==> config.mk <==
export PLATFORM = sky130hd
export DESIGN_NAME = h2d_front
export DESIGN_NICKNAME = d
export VERILOG_FILES = /design/src/hdl/h2d_pkg.sv /design/src/hdl/h2d_front.sv
export SDC_FILE = /design/constraint.sdc
export NUM_CORES = 1
export LEC_CHECK = 0
export BUFFER_PORTS_ARGS = -buffer_cell sky130_fd_sc_hd__buf_2
export CAP_MARGIN = 20
export CORE_UTILIZATION = 40
export DETAILED_ROUTE_END_ITERATION = 8
export GPL_TIMING_DRIVEN = 0
export PLACE_DENSITY = 0.61
export SETUP_SLACK_MARGIN = 0.2
export SLEW_MARGIN = 20
export SYNTH_ARGS = -nofsm -noshare
export SYNTH_HDL_FRONTEND = slang
export SYNTH_SLANG_ARGS = --single-unit
==> constraint.sdc <==
create_clock -name clk_i -period 6.3 [get_ports clk_i]
set_input_delay 0 -clock clk_i [delete_from_list [all_inputs] [get_ports clk_i]]
set_output_delay 0 -clock clk_i [all_outputs]
set_load 0.005 [all_outputs]
==> src/hdl/h2d_pkg.sv <==
package h2d_pkg;

  // Operation carried in the input tuser field
  typedef enum logic [1:0] {
    OP_ADD       = 2'd0,
    OP_READ_GRID = 2'd1,
    OP_READ_X    = 2'd2,
    OP_READ_Y    = 2'd3
  } op_e;

  // Grid setup shared by the register file and the front end
  typedef struct packed {
    logic [15:0] x_low;      // Q3.12, two's complement
    logic [15:0] y_low;      // Q3.12, two's complement
    logic [15:0] bin_scale;  // Q8.8 bins per unit
    logic [14:0] slice_x;    // Q3.12 magnitude
    logic [14:0] slice_y;    // Q3.12 magnitude
  } cfg_t;

  // Bin index product keeps this many fraction bits
  localparam int unsigned SCALE_SHIFT = 20;

endpackage

==> src/hdl/h2d_front.sv <==
module h2d_front import h2d_pkg::*; #(
  parameter int unsigned BINS = 256,
  localparam int unsigned IW = $clog2(BINS),
  localparam int unsigned ENTRY_W = 6 + 2 * IW
) (
  input  logic               clk_i,
  input  logic               rst_ni,
  input  cfg_t               cfg_i,
  input  logic               en_i,
  input  logic               in_valid_i,
  output logic               in_ready_o,
  input  logic [1:0]         op_i,
  input  logic [15:0]        x_coord_i,
  input  logic [15:0]        y_coord_i,
  input  logic [7:0]         col_index_i,
  input  logic [7:0]         row_index_i,
  output logic               q_valid_o,
  input  logic               q_ready_i,
  output logic [ENTRY_W-1:0] q_data_o
);

  // Stage A registers
  logic        a_valid_q;
  logic [1:0]  a_op_q;
  logic [16:0] a_dx_q;
  logic [16:0] a_dy_q;
  logic        a_sx_q;
  logic        a_sy_q;
  logic [7:0]  a_col_q;
  logic [7:0]  a_row_q;

  logic [16:0] dx_d;
  logic [16:0] dy_d;
  logic [15:0] abs_x;
  logic [15:0] abs_y;

  // Offsets from the lower edges and slice tests
  assign dx_d  = {x_coord_i[15], x_coord_i} - {cfg_i.x_low[15], cfg_i.x_low};
  assign dy_d  = {y_coord_i[15], y_coord_i} - {cfg_i.y_low[15], cfg_i.y_low};
  assign abs_x = x_coord_i[15] ? (~x_coord_i + 16'd1) : x_coord_i;
  assign abs_y = y_coord_i[15] ? (~y_coord_i + 16'd1) : y_coord_i;

  assign in_ready_o = en_i && (!a_valid_q || q_ready_i);

  always_ff @(posedge clk_i or negedge rst_ni) begin
    if (!rst_ni) begin
      a_valid_q <= 1'b0;
      a_op_q    <= OP_ADD;
      a_dx_q    <= '0;
      a_dy_q    <= '0;
      a_sx_q    <= 1'b0;
      a_sy_q    <= 1'b0;
      a_col_q   <= '0;
      a_row_q   <= '0;
    end else if (in_valid_i && in_ready_o) begin
      a_valid_q <= 1'b1;
      a_op_q    <= op_i;
      a_dx_q    <= dx_d;
      a_dy_q    <= dy_d;
      a_sx_q    <= (abs_x < {1'b0, cfg_i.slice_x});
      a_sy_q    <= (abs_y < {1'b0, cfg_i.slice_y});
      a_col_q   <= col_index_i;
      a_row_q   <= row_index_i;
    end else if (q_ready_i) begin
      a_valid_q <= 1'b0;
    end
  end

  // Stage B: scale offsets to bin numbers
  logic [31:0] mx;
  logic [31:0] my;
  logic [11:0] bx;
  logic [11:0] by;
  logic        x_in_add;
  logic        y_in_add;
  logic        col_ok;
  logic        row_ok;

  assign mx       = a_dx_q[15:0] * cfg_i.bin_scale;
  assign my       = a_dy_q[15:0] * cfg_i.bin_scale;
  assign bx       = mx[31:SCALE_SHIFT];
  assign by       = my[31:SCALE_SHIFT];
  assign x_in_add = !a_dx_q[16] && (bx < 12'(BINS));
  assign y_in_add = !a_dy_q[16] && (by < 12'(BINS));
  assign col_ok   = ({3'b000, a_col_q} < 11'(BINS));
  assign row_ok   = ({3'b000, a_row_q} < 11'(BINS));

  // Classify the word into store indexes and enables
  logic          e_sx;
  logic          e_sy;
  logic          e_xin;
  logic          e_yin;
  logic [IW-1:0] e_xi;
  logic [IW-1:0] e_yi;

  always_comb begin
    e_sx  = 1'b0;
    e_sy  = 1'b0;
    e_xin = 1'b0;
    e_yin = 1'b0;
    e_xi  = '0;
    e_yi  = '0;
    case (a_op_q)
      OP_ADD: begin
        e_sx  = a_sx_q;
        e_sy  = a_sy_q;
        e_xin = x_in_add;
        e_yin = y_in_add;
        e_xi  = x_in_add ? IW'(bx) : '0;
        e_yi  = y_in_add ? IW'(by) : '0;
      end
      OP_READ_GRID: begin
        e_xin = col_ok && row_ok;
        e_yin = col_ok && row_ok;
        e_xi  = (col_ok && row_ok) ? IW'(a_col_q) : '0;
        e_yi  = (col_ok && row_ok) ? IW'(a_row_q) : '0;
      end
      OP_READ_X: begin
        e_xin = col_ok;
        e_xi  = col_ok ? IW'(a_col_q) : '0;
      end
      OP_READ_Y: begin
        e_yin = col_ok;
        e_yi  = col_ok ? IW'(a_col_q) : '0;
      end
      default: begin
        e_xin = 1'b0;
      end
    endcase
  end

  assign q_valid_o = a_valid_q;
  assign q_data_o  = {a_op_q, e_sx, e_sy, e_xin, e_yin, e_xi, e_yi};

endmodule

==> metrics.csv <==
metric,value,unit
status,finished with violations,
failing checks,setup timing,
worst skew pair latency,300,ps
Worst Hold Class,in -> reg,
complex-gate fraction of the synthesized area,8.31,%
final hold slack,7.13,ps
max-cap viol count,0,
Starting DRT DRC Count,966,
Inst Count DP,3211,
row count,83,
nets,3440,
drt drc,0,
CTS clock-pin slew for the worst setup and hold paths,80,ps
"Seq/Total Area, Yosys",6.55,%
endpoints failing hold,0,
Synth Register Bits,55,
clk_skew,7.36,ps
drt wl/cell,18.8,um
Num CTS Buffers,5,
Initial Util,40.7,%
fin worst setup slack,-633,ps
Crit Path Category,reg -> out,
unrepaired setup endpoints after global routing,true,
synthesized area,21000,um^2
area delta synth->final,17.6,%
post-DP HPWL,50.5,mm
"Slew Viols, Final",0,
min Tclk post-route,6930,ps
top-area cell type share of the netlist area,36.9,%
Syn Nets,3165,
worst path arrival time,6930,ps
die width,231,um
leading area contributor after synthesis,fa_1,
crit start category,flop,
global-route wire length before repair,101,mm
Routed Antenna Nets,0,
Clock Tree Buf Depth,2,
register area,1420,um^2
Synth warnings,0,
multiplexer area fraction after synthesis,1.12,%
Max-slew headroom,36.5,%
Ports,157,
commonest cells in the netlist,"inv_1 (519), fa_1 (388), nand2_1 (334), ha_1 (269), and2_1 (247)",
max frequency,144,MHz
initial antenna violation count,5,
die area,53500,um^2
Die H,231,um
Worst Setup End Kind,output port,
layout cells sized above 1,17.9,%
clk sinks,55,
CTS tree,built,
Via Count,17181,
number of flops mapped to enable cells by yosys,0,
drt pass-1 iters,5,
"count leader, synth",inv_1,
final setup vio count,18,
"Top FF cell, synth",dfrtp_1,
period utilisation layout,110,%
Synth async-reset ratio,100,%
Post-Syn Instances,2375,
Filler cells,4894,
multi-input combinational cell area,17700,um^2
Port Buffers,156,
main combinational cell family by area after synthesis,adder cells,
DP Worst Slack,-1150,ps
Post-Route WL,62.6,mm
Slew @ Worst Pin,952,ps
syn avg cell area,8.85,um^2
post-synthesis adder-cell area fraction,53.0,%
ranking of synthesized cells by area,"fa_1 (37%), ha_1 (16%), inv_1 (9.3%)",
CP required,6300,ps
Final Util,47.9,%
Core Area,51600,um^2
post-synthesis simple-gate area fraction,17.0,%
worst-path fanout max,5,
vias in the first global route,18731,
CTS H-tree depth,2,
mean number of vias per cell,5.15,
RePlAce Congestion,0.914,
gr usage total,24.4,%
total gr overflow,0,
Synth Area in XOR/XNOR,2.96,%
Post-Layout Cell Count,3333,
R2R Setup Slk,3830,ps
CTS root buffer,clkbuf_16,
post-synth cell types,70,
largest net degree at the start of global routing,56,
-- per-layer routing --
layer  part of all wire (%)  wire length (um)  global-route usage [%]
met1                     43             27100                    32.7
met2                     47             29400                    40.5
met3                    7.2              4490                    4.22
met4                    2.5              1560                    6.37
met5                  0.021                13                       0
-- worst max-delay path: stages, from the launching register on --
cell	delay (ps)
dfrtp_2	490
clkbuf_16	200
nand2_1	80
fa_2	570
inv_2	40
fa_2	520
fa_1	440
fa_2	480
fa_1	490
inv_1	50
fa_1	480
inv_1	40
ha_1	270
and3_4	200
a221oi_2	260
nand4b_1	220
o211ai_4	310
o22ai_4	140
a2111oi_4	320
o211ai_2	140
a221oi_4	410
buf_4	180
o2bb2ai_2	120
buf_2	150
-- flip-flops by register name (all words and copies together), names as in the netlist --
register / cells
a_op_q: 2
a_row_q: 8
a_dx_q: 17
a_sy_q: 1
q_valid_o: 1
a_sx_q: 1
a_dy_q: 17
a_col_q: 8
-- kinds of logic after synthesis --
family | after synthesis
AOI/OAI and AO/OA | 240
xor gates and xnor gates | 71
adders and majority gates | 657
buffers and inverters | 619
DFF | 55
muxes | 21
and+or+nand+nor | 712
-- per-stage QoR --
step / setup TNS, ps / area, um^2
detailed placement: -17920 / 22700
global placement: -15090 / 22700
CTS: -8440 / 24300
finish: -8750 / 24700
global route: -11980 / 24700
floorplan: 0 / 21000
-- final cells by class --
| type | instances | share of cell area [%] |
|---|---|---|
| sequential | 55 | 5.74 |
| inverter | 519 | 7.88 |
| antenna | 2 | 0.0202 |
| multi-input combinational | 1701 | 71.8 |
| clock buffer | 5 | 0.506 |
| tap | 680 | 3.44 |
| timing repair buffer | 268 | 7.39 |
| buffer | 100 | 3.17 |
| clock inverter | 3 | 0.0759 |
-- repair_timing --
action | in CTS | in global routing
pin swaps | 55 | 58
buffers inserted | 69 | 22
endpoints found under the setup margin | 18 | 18
gates cloned | 1 | 0
hold buffers | 20 | 0
hold endpoints to repair | 74 | 0
gates resized for setup | 191 | 90
-- final timing paths --
kind / start / to / cells after the start
setup / recovery: a_dy_q[6]$_DFFE_PN0P_ / q_data_o[1] / 23
hold / removal: in_valid_i / a_dx_q[16]$_DFFE_PN0P_ / 3
setup reg to reg: q_valid_o$_DFFE_PN0P_ / a_dx_q[4]$_DFFE_PN0P_ / 7
hold reg to reg: a_row_q[7]$_DFFE_PN0P_ / a_row_q[7]$_DFFE_PN0P_ / 1
max in group asynchronous: rst_ni / a_dx_q[1]$_DFFE_PN0P_ / 2
min in group asynchronous: rst_ni / a_sx_q$_DFFE_PN0P_ / 2
-- cells in the final DEF, fill, tap and decap left out, drive strengths merged, types with 7 or more instances in the layout --
master,synthesis,routed
a211oi,13,13
a21o,34,34
a21oi,41,41
a22o,9,9
a22oi,9,9
and2,247,247
and3,7,7
buf,10,269
clkbuf,90,84
dfrtp,55,55
dlygate4sd3,0,20
fa,388,388
ha,269,269
inv,519,520
mux2,21,21
nand2,334,334
nand2b,14,14
nand3,14,14
nand4,13,13
nor2,32,32
nor3,11,11
o21ai,59,59
o2bb2ai,8,8
o31ai,16,16
or3,10,10
xnor2,46,46
xor2,25,25
Power is left out: the tool's default activity adds up to more than one toggle a clock period on the data nets, which glitch-free logic cannot reach.
