**src/hdl/h2d_queue.sv**
```systemverilog
module h2d_queue #(
  parameter int unsigned WIDTH = 22
) (
  input  logic             clk_i,
  input  logic             rst_ni,
  input  logic             in_valid_i,
  output logic             in_ready_o,
  input  logic [WIDTH-1:0] in_data_i,
  output logic             out_valid_o,
  input  logic             out_ready_i,
  output logic [WIDTH-1:0] out_data_o
);

  logic [WIDTH-1:0] mem_q [2];
  logic [1:0]       count_q;
  logic             wr_ptr_q;
  logic             rd_ptr_q;
  logic             push;
  logic             pop;

  assign in_ready_o  = (count_q != 2'd2);
  assign out_valid_o = (count_q != 2'd0);
  assign out_data_o  = mem_q[rd_ptr_q];
  assign push        = in_valid_i && in_ready_o;
  assign pop         = out_valid_o && out_ready_i;

  // Two-entry queue between front and back
  always_ff @(posedge clk_i or negedge rst_ni) begin
    if (!rst_ni) begin
      count_q  <= 2'd0;
      wr_ptr_q <= 1'b0;
      rd_ptr_q <= 1'b0;
    end else begin
      if (push) begin
        wr_ptr_q <= ~wr_ptr_q;
      end
      if (pop) begin
        rd_ptr_q <= ~rd_ptr_q;
      end
      if (push && !pop) begin
        count_q <= count_q + 2'd1;
      end else if (pop && !push) begin
        count_q <= count_q - 2'd1;
      end
    end
  end

  // Store the incoming word
  always_ff @(posedge clk_i) begin
    if (push) begin
      mem_q[wr_ptr_q] <= in_data_i;
    end
  end

endmodule

```
**config.mk**
```make
export PLATFORM = sky130hd
export DESIGN_NAME = h2d_queue
export DESIGN_NICKNAME = d
export VERILOG_FILES = /design/src/hdl/h2d_queue.sv
export SDC_FILE = /design/constraint.sdc
export NUM_CORES = 1
export LEC_CHECK = 0
export BUFFER_PORTS_ARGS = -buffer_cell sky130_fd_sc_hd__buf_2
export CORE_MARGIN = 2
export CORE_UTILIZATION = 54
export DETAILED_ROUTE_END_ITERATION = 8
export GPL_TIMING_DRIVEN = 0
export PLACE_DENSITY = 0.8
export SLEW_MARGIN = 15
export SYNTH_ARGS = -nofsm -noshare
export SYNTH_HDL_FRONTEND = slang
export SYNTH_SLANG_ARGS = --single-unit
```
**constraint.sdc**
```tcl
create_clock -name clk_i -period 3.05 [get_ports clk_i]
set_input_delay 0.7625 -clock clk_i [delete_from_list [all_inputs] [get_ports clk_i]]
set_output_delay 0.7625 -clock clk_i [all_outputs]
set_load 0.02 [all_outputs]
```
==> metrics.csv, run 1 <==
stage;metric;value;unit
power_and_ir_drop;seq_power_share;0.484;
setup_path;reg2reg_depth;2;
cts;clk_pin_slew;120;ps
cts;htreeDepth;2;
cts;insertion_delay;350;ps
sta;rsz0062_at_grt;no;
setup_path;required;2290;ps
setup_path;rrSetupSlack;1270;ps
die;die_y;61.5;µm
route;via_per_inst;4.90;
cells_and_area;final_common_cell;buf_2;
die;num_rows;20;
cts;cts_buffer_depth;2;
cells_and_area;drive_gt1_frac;0.576;
cts;ctsHoldBuffers;0;
power_and_ir_drop;p_total;1990;µW
cells_and_area;diodes;0;
cts;clock_sinks;48;
power_and_ir_drop;switchingPower;669;µW
die;initial_utilization;0.576;
setup_path;crit_path_max_fanout;10;
synth;synth_compound_area_frac;0;
synth;syn-cell-area;0.00179;mm²
cells_and_area;syn_to_final_growth;20.6;%
placed_design;place_hpwl;1.77;mm
cells_and_area;final_cell_mix;49 x buf_2, 44 x edfxtp_1, 22 x mux2_2;
cts;cts-resized-gates;0;
placed_design;dp_slack;942;ps
synth;syn_nets;113;
route;post_drt_wl_per_cell;13.1;µm
global_routing;grt_overflow;0;
global_routing;track_usage;0.144;
synth;syn_area_per_cell;20.8;µm²
power_and_ir_drop;total_leakage_power;0.000835;µW
placed_design;io_buffers;49;
setup_path;endpoint_kind;primary output;
die;io_pins;50;
setup_path;rr_startpoint;count_q[0]$_DFFE_PN0P_;
route;routed_wl;2.46;mm
synth;synth-adder-area-share;0.00700;
synth;synth.area.mux_share;0.139;
sta;fin_skew;7.68;ps
route;num_vias;921;
synth;synth_top_family_by_area;multiplexers;
die;die_area;0.00379;mm²
global_routing;grt_max_degree;23;
cts;clockRootBuffer;clkbuf_4;
cts;cts_tree;yes;
min_path;hp-class;input pin to asynchronous set/reset pin;
sta;tns;0;ps
setup_path;start_kind;flop;
power_and_ir_drop;powerDensity;923;mW/mm²
power_and_ir_drop;irDropWorstVdd;0.000522;V
global_routing;grt_pass1_wl;3.68;mm
run_status;status;finished, final reports clean;
route;drcViolationCount;0;
synth;synthXorXnorAreaFrac;0.0245;
synth;yosys.area_share.simple;0.0203;
route;drtIter0Drc;31;
setup_path;critPathArrivalTime;1530;ps
sta;setup_viol;0;
cells_and_area;fin_nets;170;
sta;period_needed;2290;ps
synth;ys_types;14;
synth;ys_seq_area_frac;0.795;
die;core;0.00310;mm²
sta;worst_pin_slew;991;ps
synth;synth_cells;86;
setup_path;r2r_end;mem_q[1][12]$_DFFE_PP_;
power_and_ir_drop;p_comb_frac;0.386;
route;firstDrtPassIters;4;
sta;max_clock_freq;436;MHz
cells_and_area;design_area;0.00216;mm²
sta;final-hold-violation-count;0;
global_routing;grt_pass1_vias;881;
power_and_ir_drop;p_int;1320;µW
sta;fin_ws;756;ps
sta;slew_headroom;0.339;
setup_path;path_class;flop to primary output;
route;antenna_left;0;
synth;ys.warnings.count;0;
die;die_w;61.5;µm
global_routing;antenna_found_initial;0;
placed_design;placed_area;0.00211;mm²
placed_design;globalplace.congestion;0.669;
power_and_ir_drop;clkPwrFrac;0.130;
flow_run;maxCapViolations;0;
cells_and_area;fillers;238;
synth;synth_seq_cells;48;
sta;fin_crit_sh;0.752;
sta;drv_slew;0;
cts;cts_setup_buffers;0;
power_and_ir_drop;swShare;0.336;
cts;cts_inserted_buffers;5;
[cell families (layout without fill, tap and decap cells)]
logic type / Yosys count / after routing
xor+xnor: 5 / 5
fa+ha+maj: 1 / 1
buf+inv: 3 / 61
flops: 48 / 48
mux: 22 / 22
simple gates: 7 / 7
[layer usage]
layer  GRT usage  share of wire
met1       0.149           0.39
met2       0.245           0.50
met3      0.0735          0.092
met4      0.0638          0.017
met5           0              0
[worst max-delay path, stage by stage, from the launching register on]
cell,delay (ps)
dfrtp_1,480
buf_6,190
mux2_2,350
buf_2,160
[sequential cells by signal (all words and copies together), names as in the netlist]
name,cells
wr_ptr_q,1
mem_q,44
rd_ptr_q,1
count_q,2
[final cells by class]
type / count / area (µm²) / share of cell area
multi-input cells: 35 / 343 / 0.159
well taps: 44 / 55.1 / 0.0255
plain buffers: 2 / 22.5 / 0.0104
repair buffers: 50 / 260 / 0.121
clock buffers: 5 / 37.5 / 0.0174
clock inverters: 3 / 13.8 / 0.00638
flip-flops and latches: 48 / 1420 / 0.659
inverters: 1 / 3.75 / 0.00174
[cell usage after synthesis, drive strengths merged]
| master | number | area share |
|---|---|---|
| dfrtp | 4 | 0.056 |
| xor2 | 2 | 0.0098 |
| ha | 1 | 0.0070 |
| edfxtp | 44 | 0.74 |
| or2 | 1 | 0.0035 |
| and3 | 1 | 0.0035 |
| nand2 | 2 | 0.0056 |
| xnor2 | 3 | 0.015 |
| inv | 1 | 0.0021 |
| nand2b | 1 | 0.0035 |
| mux2 | 22 | 0.14 |
| nor2 | 2 | 0.0042 |
| buf | 2 | 0.013 |
[power by group through the flow]
stage | clock (µW) | sequential [µW] | combinational (µW)
6_report | 259 | 965 | 768
5_1_grt | 293 | 983 | 833
4_1_cts | 271 | 967 | 784
3_5_place_dp | 0 | 982 | 781
3_3_place_gp | 0 | 975 | 751
2_1_floorplan | 0 | 965 | 560
[per-stage QoR]
stage | util | cells | hold slack [ps]
after global routing | 0.695 | 188 | 160
final | 0.695 | 188 | 191
after floorplan | - | 86 | 456
after CTS | 0.695 | 188 | 174
after detailed placement | 0.679 | 180 | 485
after global placement | 0.673 | 179 | 473
[worst max path at each step]
| stage | startpoint | endpoint | depth (start not counted) |
|---|---|---|---|
| floorplan | in_valid_i | mem_q[0][0]$_DFFE_PP_ | 2 |
| global placement | in_valid_i | mem_q[0][17]$_DFFE_PP_ | 3 |
| detailed placement | in_valid_i | mem_q[1][17]$_DFFE_PP_ | 2 |
| CTS | rd_ptr_q$_DFFE_PN0P_ | out_data_o[10] | 3 |
| global route | rd_ptr_q$_DFFE_PN0P_ | out_data_o[10] | 3 |
| finish | rd_ptr_q$_DFFE_PN0P_ | out_data_o[10] | 3 |
Power figures use the tool's default switching activity.
==> run 2, diff against run 1 <==
--- a/config.mk
+++ b/config.mk
@@ -5,12 +5,13 @@
 export SDC_FILE = /design/constraint.sdc
 export NUM_CORES = 1
 export LEC_CHECK = 0
+export ABC_AREA = 1
 export BUFFER_PORTS_ARGS = -buffer_cell sky130_fd_sc_hd__buf_2
 export CORE_MARGIN = 2
-export CORE_UTILIZATION = 54
+export CORE_UTILIZATION = 51
 export DETAILED_ROUTE_END_ITERATION = 8
 export GPL_TIMING_DRIVEN = 0
-export PLACE_DENSITY = 0.8
+export PLACE_DENSITY = 0.76
 export SLEW_MARGIN = 15
 export SYNTH_ARGS = -nofsm -noshare
 export SYNTH_HDL_FRONTEND = slang
==> constraint.sdc (replaced) <==
create_clock -name clk_i -period 2.2 [get_ports clk_i]
set_input_delay 0.55 -clock clk_i [delete_from_list [all_inputs] [get_ports clk_i]]
set_output_delay 0.55 -clock clk_i [all_outputs]
set_load 0.02 [all_outputs]
==> metrics.csv, run 2 <==
stage;metric;value;unit;change
setup_path;path_class;flop to primary output;;unchanged
synth;yosys-top-cells-area;edfxtp_1 72%, nand2_1 16%, dfrtp_1 5.5%;;was edfxtp_1 74%, mux2_2 14%, dfrtp_1 5.6%
power_and_ir_drop;p_int;1780;µW;was 1320 µW
synth;ys_top_cells_by_count;76 x nand2_1, 44 x edfxtp_1, 6 x inv_1;;was 44 x edfxtp_1, 22 x mux2_2, 4 x dfrtp_1
cells_and_area;syn_to_final_growth;21.6;%;was 20.6%
global_routing;use_met2;0.298;;was 0.245
setup_path;critPathArrivalTime;1380;ps;was 1530 ps
route;drcViolationCount;0;;unchanged
synth;syn_area_per_cell;12.8;µm²;was 20.8 µm²
sta;drv_slew;0;;unchanged
run_status;status;finished, final reports clean;;unchanged
synth;synthFlopType;edfxtp_1;;unchanged
synth;syn_nets;170;;was 113
cells_and_area;final_cell_mix;76 x nand2_1, 49 x buf_2, 44 x edfxtp_1;;was 49 x buf_2, 44 x edfxtp_1, 22 x mux2_2
route;firstDrtPassIters;4;;unchanged
setup_path;reg2reg_depth;5;;was 2
sta;max_clock_freq;519;MHz;
global_routing;track_usage;0.174;;was 0.144
cells_and_area;diodes;0;;unchanged
setup_path;r2r_end;mem_q[1][16]$_DFFE_PP_;;was mem_q[1][12]$_DFFE_PP_
power_and_ir_drop;seq_power_share;0.453;;was 0.484
setup_path;required;1650;ps;was 2290 ps
min_path;hold_end;mem_q[0][14]$_DFFE_PP_;;
power_and_ir_drop;powerDensity;1320;mW/mm²;was 923 mW/mm²
route;num_vias;1197;;was 921
die;num_rows;21;;was 20
synth;synth_cells;143;;was 86
placed_design;globalplace.congestion;0.683;;was 0.669
cells_and_area;ff_latch_area;0.00142;mm²;unchanged
synth;synth_largest_area_cell;edfxtp_1;;unchanged
cells_and_area;multiInputGateArea;344;µm²;was 343 µm²
route;antenna_left;0;;unchanged
synth;syn-cell-area;0.00182;mm²;was 0.00179 mm²
sta;rsz0062_at_grt;no;;unchanged
setup_path;start_kind;flop;;unchanged
setup_path;rrSetupSlack;510;ps;was 1270 ps
placed_design;place_hpwl;2.26;mm;was 1.77 mm
setup_path;endpoint_kind;primary output;;unchanged
power_and_ir_drop;total_leakage_power;0.00100;µW;was 0.000835 µW
setup_path;rr_startpoint;count_q[0]$_DFFE_PN0P_;;unchanged
synth;synth_seq_cells;48;;unchanged
power_and_ir_drop;p_comb_frac;0.424;;was 0.386
global_routing;grt_use_met3;0.0581;;was 0.0735
die;die_area;0.00407;mm²;was 0.00379 mm²
cts;cts_tree;yes;;unchanged
cells_and_area;top_register;mem_q;;unchanged
synth;synth_edf_count;44;;unchanged
setup_path;crit_path_max_fanout;10;;unchanged
route;drtIter0Drc;59;;was 31
route;routed_wl;3.15;mm;was 2.46 mm
die;initial_utilization;0.538;;was 0.576
global_routing;grt_max_degree;17;;was 23
placed_design;io_buffers;49;;unchanged
synth;synthArstFlopShare;0.0833;;unchanged
cells_and_area;fillers;271;;was 238
placed_design;dp_slack;447;ps;was 942 ps
die;die_y;63.8;µm;was 61.5 µm
cts;htreeDepth;2;;unchanged
sta;setup_viol;0;;unchanged
global_routing;antenna_found_initial;0;;unchanged
setup_path;crit_chain;inv_2 > buf_6 > nand2_1 > nand2_1 > buf_2;;was buf_6 > mux2_2 > buf_2
cells_and_area;fin_nets;229;;was 170
cts;clk_pin_slew;120;ps;about the same
synth;ys_types;13;;was 14
setup_path;worst_path_most_repeated_cell;nand2_1;;
synth;ys_seq_area_frac;0.779;;was 0.795
sta;slew_headroom;0.645;;was 0.339
global_routing;grt_pass1_vias;1192;;was 881
cells_and_area;largest_register_ffs;44;;unchanged
route;post_drt_wl_per_cell;12.7;µm;was 13.1 µm
sta;fin_skew;6.52;ps;was 7.68 ps
sta;worst_pin_slew;531;ps;was 991 ps
setup_path;crit_path_max_incr_delay;470;ps;was 480 ps
global_routing;grtUsageMet1;0.185;;was 0.149
cts;clockRootBuffer;clkbuf_4;;unchanged
min_path;hp-class;input pin to flop;;was input pin to asynchronous set/reset pin
synth;ys.warnings.count;0;;unchanged
min_path;whs_path_depth;1;;
cts;ctsHoldBuffers;1;;was 0
die;core;0.00339;mm²;was 0.00310 mm²
sta;tns;0;ps;unchanged
cts;insertion_delay;340;ps;was 350 ps
die;io_pins;50;;unchanged
min_path;hold_start;in_data_i[14];;
cts;clock_sinks;48;;unchanged
sta;fin_ws;273;ps;was 756 ps
power_and_ir_drop;switchingPower;1150;µW;was 669 µW
cts;cts_buffer_depth;2;;unchanged
cts;cts_setup_buffers;0;;unchanged
flow_run;maxCapViolations;0;;unchanged
sta;fin_crit_sh;0.876;;
global_routing;grt_overflow;0;;unchanged
cts;cts_inserted_buffers;5;;unchanged
synth;synth_top_area_share;0.724;;was 0.739
global_routing;busiest_layer;met2;;unchanged
die;die_w;63.8;µm;was 61.5 µm
global_routing;grt_pass1_wl;5.05;mm;was 3.68 mm
cells_and_area;final_util;0.654;;was 0.695
power_and_ir_drop;p_total;2940;µW;was 1990 µW
sta;final-hold-violation-count;0;;unchanged
power_and_ir_drop;swShare;0.393;;was 0.336
cts;cts-resized-gates;0;;unchanged
cells_and_area;final_common_cell;nand2_1;;was buf_2
route;via_per_inst;4.83;;was 4.90
power_and_ir_drop;clkPwrFrac;0.123;;was 0.130
setup_path;cp_slowest_cell;dfrtp_1;;unchanged
cells_and_area;drive_gt1_frac;0.317;;was 0.576
sta;hold_slack;385;ps;was 191 ps
power_and_ir_drop;irDropWorstVdd;0.000694;V;was 0.000522 V
synth;synth.most_common_cell;nand2_1;;was edfxtp_1
cells_and_area;reg_top3;mem_q x44, count_q x2;;unchanged
sta;period_needed;1930;ps;
-- run 2: how the worst max path moves through the flow --
stage,start,to
final,rd_ptr_q$_DFFE_PN0P_,out_data_o[19]
after global routing,rd_ptr_q$_DFFE_PN0P_,out_data_o[19]
after floorplan,count_q[0]$_DFFE_PN0P_,mem_q[0][0]$_DFFE_PP_
after CTS,rd_ptr_q$_DFFE_PN0P_,out_data_o[19]
after detailed placement,in_valid_i,mem_q[1][16]$_DFFE_PP_
after global placement,in_valid_i,mem_q[1][16]$_DFFE_PP_
-- run 2: kinds of logic after synthesis --
kind of cell / after synthesis / synth area share
xor gates and xnor gates: 2 / 0.00960
adders and majority gates: 1 / 0.00686
buffers and inverters: 11 / 0.0350
DFF: 48 / 0.779
and+or+nand+nor: 81 / 0.169
-- run 2: layout make-up --
cell class / count / area share
inverter: 7 / 0.0118
clock buffer: 6 / 0.0186
tap: 46 / 0.0259
buffer: 4 / 0.0169
clock inverter: 1 / 0.00226
multi-input combinational: 84 / 0.155
sequential: 48 / 0.641
timing repair buffer: 52 / 0.129
-- run 2: routing by layer --
layer | routed length (µm) | share of wire
met3 | 204 | 0.065
met2 | 1650 | 0.53
met1 | 1190 | 0.38
met5 | 0 | 0
met4 | 98 | 0.031
-- run 2: power by group through the flow --
stage	Clock [µW]	Combinational, µW	Sequential, µW
final	361	1250	1330
after global routing	408	1380	1350
after CTS	376	1270	1330
after detailed placement	0	1260	1350
after global placement	0	1160	1350
after floorplan	0	831	1340
-- run 2: critical path, delay by kind of cell, from the launching register on --
| family | cells | cell delay, ps |
|---|---|---|
| flops | 1 | 470 |
| buf+inv | 3 | 440 |
| simple gates | 2 | 130 |
-- run 2: through the flow --
stage	std cells	cell area, µm²
after floorplan	143	1820
after global placement	238	2130
after detailed placement	240	2160
after CTS	248	2220
after global routing	248	2220
final	248	2220
